### config.mk
export PLATFORM = sky130hd
export DESIGN_NAME = serial_command_motor_controller_unit
export DESIGN_NICKNAME = d
export VERILOG_FILES = /design/src/rtl/scmc_pkg.sv /design/src/rtl/scmc_cfg.sv /design/src/rtl/scmc_core.sv /design/src/rtl/scmc_out_buf.sv /design/src/rtl/serial_command_motor_controller_unit.sv
export SDC_FILE = /design/constraint.sdc
export NUM_CORES = 1
export LEC_CHECK = 0
export BUFFER_PORTS_ARGS = -buffer_cell sky130_fd_sc_hd__buf_2
export CAP_MARGIN = 20
export CELL_PAD_IN_SITES_DETAIL_PLACEMENT = 0
export CELL_PAD_IN_SITES_GLOBAL_PLACEMENT = 1
export CORE_MARGIN = 10
export CORE_UTILIZATION = 45
export DETAILED_ROUTE_END_ITERATION = 10
export PLACE_DENSITY = 0.88
export SLEW_MARGIN = 25
export SYNTH_ARGS = -nofsm -noshare
export SYNTH_HDL_FRONTEND = slang
export SYNTH_SLANG_ARGS = --single-unit
### constraint.sdc
create_clock -name clk -period 5.7 [get_ports clk]
set_clock_uncertainty 0.05 [all_clocks]
set_input_delay 0.57 -clock clk [delete_from_list [all_inputs] [get_ports clk]]
set_output_delay 0.57 -clock clk [all_outputs]
set_load 0.03 [all_outputs]
### src/rtl/scmc_pkg.sv
package scmc_pkg;

  // Event codes carried on the command field.
  localparam logic [1:0] CMD_BYTE   = 2'd0;
  localparam logic [1:0] CMD_TICK   = 2'd1;
  localparam logic [1:0] CMD_PULSE  = 2'd2;
  localparam logic [1:0] CMD_SENSOR = 2'd3;

  // Frame command codes (ASCII).
  localparam logic [7:0] CODE_STOP  = 8'h73;
  localparam logic [7:0] CODE_FWD   = 8'h66;
  localparam logic [7:0] CODE_BKW   = 8'h62;
  localparam logic [7:0] CODE_LEFT  = 8'h6C;
  localparam logic [7:0] CODE_RIGHT = 8'h72;

  // H-bridge patterns: fwd R, bkw R, fwd L, bkw L.
  localparam logic [3:0] PAT_FWD   = 4'b1010;
  localparam logic [3:0] PAT_BKW   = 4'b0101;
  localparam logic [3:0] PAT_LEFT  = 4'b0110;
  localparam logic [3:0] PAT_RIGHT = 4'b1001;
  localparam logic [3:0] PAT_OFF   = 4'b0000;

  // Status codes.
  localparam logic [1:0] STAT_OK       = 2'd0;
  localparam logic [1:0] STAT_BAD_HDR  = 2'd1;
  localparam logic [1:0] STAT_BAD_CODE = 2'd2;

  // Configuration register indexes.
  localparam logic [1:0] REG_HEADER  = 2'd0;
  localparam logic [1:0] REG_TIMEOUT = 2'd1;
  localparam logic [1:0] REG_PULSES  = 2'd2;

  typedef struct packed {
    logic [7:0] header_value;
    logic [7:0] timeout_ticks;
    logic [7:0] pulse_limit;
  } cfg_t;

  typedef struct packed {
    logic [3:0] bridge_pattern;
    logic [7:0] duty_left;
    logic [7:0] duty_right;
    logic       drive_enabled;
    logic [1:0] status_code;
    logic [7:0] frame_count;
  } result_t;

endpackage

### src/rtl/scmc_cfg.sv
module scmc_cfg
  import scmc_pkg::*;
(
  input  logic       clk,
  input  logic       rst,
  input  logic       wr_en,
  input  logic [1:0] wr_index,
  input  logic [7:0] wr_data,
  output cfg_t       cfg
);

  always_ff @(posedge clk) begin
    if (rst) begin
      cfg.header_value  <= 8'd72;
      cfg.timeout_ticks <= 8'd110;
      cfg.pulse_limit   <= 8'd30;
    end else if (wr_en) begin
      case (wr_index)
        REG_HEADER:  cfg.header_value  <= wr_data;
        REG_TIMEOUT: cfg.timeout_ticks <= wr_data;
        REG_PULSES:  cfg.pulse_limit   <= wr_data;
        default: ;
      endcase
    end
  end

endmodule

### src/rtl/scmc_core.sv
module scmc_core
  import scmc_pkg::*;
(
  input  logic       clk,
  input  logic       rst,
  input  cfg_t       cfg,
  input  logic       take,
  input  logic [1:0] command,
  input  logic [7:0] rx_byte,
  input  logic       front_clear,
  input  logic       rear_clear,
  output result_t    result
);

  localparam logic [1:0] PH_HEADER = 2'd0;
  localparam logic [1:0] PH_CODE   = 2'd1;
  localparam logic [1:0] PH_LEFT   = 2'd2;
  localparam logic [1:0] PH_RIGHT  = 2'd3;

  logic [1:0] parse_phase, parse_phase_next;
  logic [7:0] held_code, held_code_next;
  logic [7:0] held_left, held_left_next;
  logic [7:0] run_tick_count, run_tick_count_next;
  logic       timer_running, timer_running_next;
  logic [7:0] pulse_count, pulse_count_next;
  logic [3:0] pattern, pattern_next;
  logic [7:0] duty_l, duty_l_next;
  logic [7:0] duty_r, duty_r_next;
  logic       enabled, enabled_next;
  logic [1:0] error_flag, error_flag_next;
  logic [7:0] frames_done, frames_done_next;

  logic [7:0] tick_inc;
  logic [7:0] pulse_inc;
  logic       halt;
  logic       start;
  logic [3:0] start_pattern;

  assign tick_inc  = run_tick_count + 8'd1;
  assign pulse_inc = pulse_count + 8'd1;

  always_comb begin
    parse_phase_next    = parse_phase;
    held_code_next      = held_code;
    held_left_next      = held_left;
    run_tick_count_next = run_tick_count;
    timer_running_next  = timer_running;
    pulse_count_next    = pulse_count;
    error_flag_next     = error_flag;
    frames_done_next    = frames_done;
    halt                = 1'b0;
    start               = 1'b0;
    start_pattern       = PAT_OFF;

    case (command)
      CMD_BYTE: begin
        case (parse_phase)
          PH_HEADER: begin
            if (rx_byte == cfg.header_value) begin
              parse_phase_next = PH_CODE;
            end else begin
              error_flag_next = STAT_BAD_HDR;
            end
          end
          PH_CODE: begin
            held_code_next   = rx_byte;
            parse_phase_next = PH_LEFT;
          end
          PH_LEFT: begin
            held_left_next   = rx_byte;
            parse_phase_next = PH_RIGHT;
          end
          default: begin
            parse_phase_next = PH_HEADER;
            frames_done_next = frames_done + 8'd1;
            error_flag_next  = STAT_OK;
            case (held_code)
              CODE_STOP:  halt = 1'b1;
              CODE_FWD: begin
                start = 1'b1; start_pattern = PAT_FWD;
              end
              CODE_BKW: begin
                start = 1'b1; start_pattern = PAT_BKW;
              end
              CODE_LEFT: begin
                start = 1'b1; start_pattern = PAT_LEFT;
              end
              CODE_RIGHT: begin
                start = 1'b1; start_pattern = PAT_RIGHT;
              end
              default: error_flag_next = STAT_BAD_CODE;
            endcase
          end
        endcase
      end
      CMD_TICK: begin
        if (timer_running) begin
          run_tick_count_next = tick_inc;
          if (tick_inc >= cfg.timeout_ticks) begin
            halt = 1'b1;
          end
        end
      end
      CMD_PULSE: begin
        pulse_count_next = pulse_inc;
        if (pulse_inc >= cfg.pulse_limit) begin
          halt             = 1'b1;
          pulse_count_next = 8'd0;
        end
      end
      default: begin
        if (!front_clear || !rear_clear) begin
          halt = 1'b1;
        end
      end
    endcase

    pattern_next = pattern;
    duty_l_next  = duty_l;
    duty_r_next  = duty_r;
    enabled_next = enabled;
    if (halt) begin
      timer_running_next  = 1'b0;
      run_tick_count_next = 8'd0;
      enabled_next        = 1'b0;
      pattern_next        = PAT_OFF;
    end else if (start) begin
      timer_running_next  = 1'b1;
      run_tick_count_next = 8'd0;
      enabled_next        = 1'b1;
      pattern_next        = start_pattern;
      duty_l_next         = held_left;
      duty_r_next         = rx_byte;
    end
  end

  always_ff @(posedge clk) begin
    if (rst) begin
      parse_phase    <= PH_HEADER;
      held_code      <= 8'd0;
      held_left      <= 8'd0;
      run_tick_count <= 8'd0;
      timer_running  <= 1'b0;
      pulse_count    <= 8'd0;
      pattern        <= PAT_OFF;
      duty_l         <= 8'd0;
      duty_r         <= 8'd0;
      enabled        <= 1'b0;
      error_flag     <= STAT_OK;
      frames_done    <= 8'd0;
    end else if (take) begin
      parse_phase    <= parse_phase_next;
      held_code      <= held_code_next;
      held_left      <= held_left_next;
      run_tick_count <= run_tick_count_next;
      timer_running  <= timer_running_next;
      pulse_count    <= pulse_count_next;
      pattern        <= pattern_next;
      duty_l         <= duty_l_next;
      duty_r         <= duty_r_next;
      enabled        <= enabled_next;
      error_flag     <= error_flag_next;
      frames_done    <= frames_done_next;
    end
  end

  // The result shows the state as it stands after this event.
  always_comb begin
    result.bridge_pattern = pattern_next;
    result.duty_left      = duty_l_next;
    result.duty_right     = duty_r_next;
    result.drive_enabled  = enabled_next;
    result.status_code    = error_flag_next;
    result.frame_count    = frames_done_next;
  end

endmodule

### src/rtl/scmc_out_buf.sv
module scmc_out_buf
  import scmc_pkg::*;
(
  input  logic    clk,
  input  logic    rst,
  input  logic    push,
  input  result_t push_data,
  output logic    full,
  output logic    out_valid,
  input  logic    out_stall,
  output result_t out_data
);

  logic    main_valid;
  logic    skid_valid;
  result_t skid_data;
  logic    pop;

  assign pop       = main_valid && !out_stall;
  assign full      = skid_valid;
  assign out_valid = main_valid;

  always_ff @(posedge clk) begin
    if (rst) begin
      main_valid <= 1'b0;
      skid_valid <= 1'b0;
    end else begin
      if (!main_valid || pop) begin
        main_valid <= skid_valid || push;
        skid_valid <= 1'b0;
      end else if (push) begin
        skid_valid <= 1'b1;
      end
    end
  end

  always_ff @(posedge clk) begin
    if (!main_valid || pop) begin
      out_data <= skid_valid ? skid_data : push_data;
    end
    if (push && main_valid && !pop) begin
      skid_data <= push_data;
    end
  end

endmodule

### src/rtl/serial_command_motor_controller_unit.sv
// Serial command motor controller: frame parser, run timer, encoder limit and obstacle stop.
// A transaction's result is written into the output buffer on the edge that accepts it.
// Throughput: one transaction per cycle while in_stall is low; the state update is one pass of logic.
// A two-entry output buffer lets the input keep moving while a result waits.
// Reset (rst, synchronous, active high) idles the drive, clears counters and empties the
// output buffer; the registers return to header 72, timeout 110 and pulse limit 30.
module serial_command_motor_controller_unit
  import scmc_pkg::*;
(
  input  logic       clk,
  input  logic       rst,
  // Configuration write channel; writes are always taken.
  input  logic       cfg_valid,
  output logic       cfg_ready,
  input  logic [1:0] cfg_index,
  input  logic [7:0] cfg_data,
  // Event input channel.
  input  logic       in_valid,
  output logic       in_stall,
  input  logic [1:0] command,
  input  logic [7:0] rx_byte,
  input  logic       front_clear,
  input  logic       rear_clear,
  // Result channel.
  output logic       out_valid,
  input  logic       out_stall,
  output logic [3:0] bridge_pattern,
  output logic [7:0] duty_left,
  output logic [7:0] duty_right,
  output logic       drive_enabled,
  output logic [1:0] status_code,
  output logic [7:0] frame_count
);

  cfg_t    cfg;
  result_t next_result;
  result_t held_result;
  logic    take;
  logic    buf_full;

  assign cfg_ready = 1'b1;

  // The input is held off only while the skid entry is occupied, so the
  // stall seen by the sender always comes straight from a register.
  assign in_stall = buf_full;
  assign take     = in_valid && !buf_full;

  scmc_cfg u_cfg (
    .clk      (clk),
    .rst      (rst),
    .wr_en    (cfg_valid && cfg_ready),
    .wr_index (cfg_index),
    .wr_data  (cfg_data),
    .cfg      (cfg)
  );

  // All per-event work happens here in one pass of logic; the state
  // registers commit on the same edge that writes the result into the output buffer.
  scmc_core u_core (
    .clk         (clk),
    .rst         (rst),
    .cfg         (cfg),
    .take        (take),
    .command     (command),
    .rx_byte     (rx_byte),
    .front_clear (front_clear),
    .rear_clear  (rear_clear),
    .result      (next_result)
  );

  scmc_out_buf u_out (
    .clk       (clk),
    .rst       (rst),
    .push      (take),
    .push_data (next_result),
    .full      (buf_full),
    .out_valid (out_valid),
    .out_stall (out_stall),
    .out_data  (held_result)
  );

  assign bridge_pattern = held_result.bridge_pattern;
  assign duty_left      = held_result.duty_left;
  assign duty_right     = held_result.duty_right;
  assign drive_enabled  = held_result.drive_enabled;
  assign status_code    = held_result.status_code;
  assign frame_count    = held_result.frame_count;

  // The skid entry only fills behind an occupied output register.
  assert property (@(posedge clk) disable iff (rst) in_stall |-> out_valid)
    else $error("skid entry occupied while output register is empty");

  // A driven bridge always comes with PWM enabled, and a stop clears both.
  assert property (@(posedge clk) disable iff (rst)
    out_valid |-> (drive_enabled == (bridge_pattern != PAT_OFF)))
    else $error("bridge pattern and drive enable disagree");

  // Reset empties the output side.
  assert property (@(posedge clk) rst |=> !out_valid)
    else $error("result valid right after reset");

endmodule
==> results.cfg <==
[sta]
slew_violations = 0
timing.final.crit_share_pct = 59.30
final.setup.worst_slack_ps = 2320
setup_tns_ps = 0
worst_slew_margin_rel_pct = 29.42
rsz0062_at_grt = no
finalSetupViolCount = 0
final_report_hold_violation_count = 0
timing.final.crit_period_ps = 3380
worstMarginPinSlew_ps = 1055
timing.fmax_mhz = 295.8

[floorplanning]
chip_width_um = 145.6
die_h_um = 145.6
core-area_um2 = 15310
top_level_ports = 61
die_area_um2 = 21210
initial_utilization_pct = 46.39
floorplan.rows = 45

[yosys]
synth-edff-count = 62
post_synthesis_instance_area_um2 = 7104
yosysTopAreaCellShare_pct = 26.21
synth_seq_area_share_pct = 52.13
synthDominantAreaCellType = sky130_fd_sc_hd__edfxtp_1
ys_ff_latch = 154
dominantRegCellSynth = sky130_fd_sc_hd__dfxtp_1
synth-async-reset-ratio_pct = 0
yosysUniqueCellTypes = 62
ys_warn_count = 0
postSynthNetCount = 745
avgSynthCellArea_um2 = 10.22
post_syn_instances = 695
ys_top_cells_by_area = sky130_fd_sc_hd__edfxtp_1 26%, sky130_fd_sc_hd__dfxtp_1 26%, sky130_fd_sc_hd__mux2_2 6.8%, sky130_fd_sc_hd__nor2_1 4.4%, sky130_fd_sc_hd__ha_1 4.1%

[clock_tree]
total_number_of_h_tree_levels = 4
cts_tree = done
tritoncts_num_sinks = 154
cts.root.buffer_cell = sky130_fd_sc_hd__clkbuf_16
clk_latency_ps = 430
cts_resized = 0
cts_hold_buf = 0
max-clock-path-buffers = 2
clk_transition_reported_paths_ps = 60
cts.repair_timing.setup_buffer_count = 0
cts_made_buffers = 17

[worst_setup_path]
cpPeakStageDelay_ps = 870
cpMaxStageDelayCell = sky130_fd_sc_hd__nor3_4
critPathMaxFanout = 22
cell_family_with_the_largest_share_of_critical_path_delay = simple AND/OR/NAND/NOR gates
rr_worst_depth = 7
worst_setup_slack_for_register_to_register_paths_ps = 2320
timing.rr.start = u_core.parse_phase[0]$_SDFFE_PP0P_
worst_setup_path_startpoint = u_core.parse_phase[0]$_SDFFE_PP0P_
timing.rr.end = u_out.out_data[29]$_DFFE_PP_
critical_path_buf_inv_count = 1
worst-endpoint-arrival_ps = 3470
number_of_gates_on_the_worst_path_with_buffers_counted = 7
cp_cell_sequence = ha_1 -> inv_2 -> or4_4 -> nor3_4 -> a21oi_1 -> nand2_1 -> a31oi_1
timing.critical_path.from_type = flop
crit_end = u_out.out_data[29]$_DFFE_PP_
cp.required_ps = 5790
crit_path_end_kind = flop
timing.setup.critical_path_class = reg2reg

[place]
hpwl_um = 10900
place_congestion = 0.8151
numPortBuffers = 59
place_worst_setup_slack_ps = 2309

[detailed_routing]
route.antenna.remaining_nets = 0
detail_route.vias_per_cell = 5.433
detailroute.via_count = 5259
drt-total-wl_um = 16010
first_pass_iters = 5
drt-initial-drc-count = 342
routedWlPerCell_um = 16.54
drc = 0

[power_and_ir_drop]
power_frac_comb_pct = 8.0
total_internal_power_mw = 1.921
finalPower_mw = 2.551
cellLeakagePower_nw = 3.307
seq_power_share_pct = 47.2
highest_ir_drop_seen_on_vdd_mv = 0.2262
sw_frac_of_total_pct = 24.71
clock_power_share_pct = 44.8
power_switching_mw = 0.6305
cellPowerDensity_nw_per_um2 = 312.7

[global_routing]
grt_start_max_net_pins = 89
grt_first_pass_wirelength_um = 26340
first_global_vias = 5158
grt_remaining_overflow = 0
gr-usage-all-layers_pct = 15.11
antenna_found_initial = 0

[min_path]
hold_path_class = in2reg

[layout]
final_common_cell = sky130_fd_sc_hd__dfxtp_1
area_growth_syn_to_layout_pct = 14.86
fin_nets = 794
drive_gt1_share_pct = 20.61
ant_diodes = 0
most-common-layout-cells = 92 x sky130_fd_sc_hd__dfxtp_1, 82 x sky130_fd_sc_hd__nor2_1, 62 x sky130_fd_sc_hd__edfxtp_1, 59 x sky130_fd_sc_hd__buf_2, 58 x sky130_fd_sc_hd__nand2_1

[status]
status = completed

[flow_run]
max-cap-violations = 0
## power groups by stage
stage	combinational (mW)	clock, mW	sequential, mW
2_1_floorplan	0.0977	0	1.27
3_3_place_gp	0.199	0	1.23
3_5_place_dp	0.205	0	1.23
4_1_cts	0.207	1.15	1.21
5_1_grt	0.224	1.20	1.21
6_report	0.204	1.14	1.21
## routing by layer
metal | global-route usage (%) | up-vias | part of all wire, %
met4 | 6.673 | 0 | 2.1
met3 | 3.819 | 29 | 4.5
met2 | 24.45 | 119 | 48
met5 | 0 | - | 0
met1 | 18.64 | 2538 | 45
li1 | - | 2573 | -
## logic make-up after synthesis
family | count (synthesis) | synth area share [%]
other cells | 1 | 0.05278
flops | 154 | 52.13
buf+inv | 62 | 3.681
mux | 56 | 8.647
fa+ha+maj | 23 | 4.051
compound gates | 107 | 9.563
xor+xnor | 35 | 4.315
simple gates | 257 | 17.56
## state kept, by name (all words and copies together) (netlist names), 4 cells and up
name	flops
u_core.pulse_count	8
u_core.held_code	8
u_core.duty_l	8
u_core.frames_done	8
u_core.pattern	4
u_core.held_left	8
u_out.skid_data	31
u_core.duty_r	8
u_out.out_data	31
u_cfg.cfg	24
u_core.run_tick_count	8
## cell type report
cell class	instances	area [um2]
inverter	26	97.59
timing repair buffer	66	347.8
clock inverter	14	158.9
tap	211	264.0
clock buffer	18	439.2
sequential	154	3704
fill	1358	7154
multi-input combinational	479	3149
## worst min-delay path by stage
stage	startpoint	end	slack, ps	depth (start not counted)
floorplan	u_core.held_code[7]$_SDFFE_PP0P_	u_core.held_code[7]$_SDFFE_PP0P_	380	2
global placement	u_core.held_code[7]$_SDFFE_PP0P_	u_core.held_code[7]$_SDFFE_PP0P_	390	2
finish	cfg_data[3]	u_cfg.cfg[11]$_SDFFE_PP1P_	360	2
CTS	cfg_data[1]	u_cfg.cfg[9]$_SDFFE_PP1P_	360	2
global route	cfg_data[6]	u_cfg.cfg[22]$_SDFFE_PP1P_	350	2
detailed placement	u_core.held_left[4]$_SDFFE_PP0P_	u_core.held_left[4]$_SDFFE_PP0P_	400	2
## through the flow
stage	cells	area (um2)	hold slack (ps)	util, %
5_1_grt	968	8160	354.3	53.28
3_5_place_dp	936	7562	398.9	49.38
2_1_floorplan	695	7104	381.1	-
3_3_place_gp	936	7562	388.0	49.38
6_report	968	8160	358.7	53.28
4_1_cts	968	8160	357.0	53.28
## synthesized netlist by cell type (2+ instances only)
master	count
sky130_fd_sc_hd__nand4_1	4
sky130_fd_sc_hd__inv_1	24
sky130_fd_sc_hd__and3b_1	3
sky130_fd_sc_hd__xnor2_1	11
sky130_fd_sc_hd__and4_1	2
sky130_fd_sc_hd__nand3_1	32
sky130_fd_sc_hd__buf_2	2
sky130_fd_sc_hd__nand3b_1	5
sky130_fd_sc_hd__o21a_1	3
sky130_fd_sc_hd__or4_1	2
sky130_fd_sc_hd__o2bb2ai_1	4
sky130_fd_sc_hd__o21ai_0	20
sky130_fd_sc_hd__buf_1	6
sky130_fd_sc_hd__and3_1	5
sky130_fd_sc_hd__inv_2	2
sky130_fd_sc_hd__buf_6	3
sky130_fd_sc_hd__and2_1	4
sky130_fd_sc_hd__clkbuf_1	24
sky130_fd_sc_hd__a2111oi_0	3
sky130_fd_sc_hd__a31oi_1	8
sky130_fd_sc_hd__nand2b_1	9
sky130_fd_sc_hd__nor2_1	83
sky130_fd_sc_hd__a21oi_1	40
sky130_fd_sc_hd__mux2i_1	13
sky130_fd_sc_hd__or3_1	3
sky130_fd_sc_hd__nor3_1	27
sky130_fd_sc_hd__xor2_1	24
sky130_fd_sc_hd__mux2_2	43
sky130_fd_sc_hd__a22oi_1	6
sky130_fd_sc_hd__o22ai_1	2
sky130_fd_sc_hd__nor2b_1	4
sky130_fd_sc_hd__dfxtp_1	92
sky130_fd_sc_hd__a211o_1	7
sky130_fd_sc_hd__nor4_1	4
sky130_fd_sc_hd__a211oi_2	2
sky130_fd_sc_hd__edfxtp_1	62
sky130_fd_sc_hd__a211oi_1	3
sky130_fd_sc_hd__ha_1	23
sky130_fd_sc_hd__nand2_1	58
(Power assumes the default switching activity.)
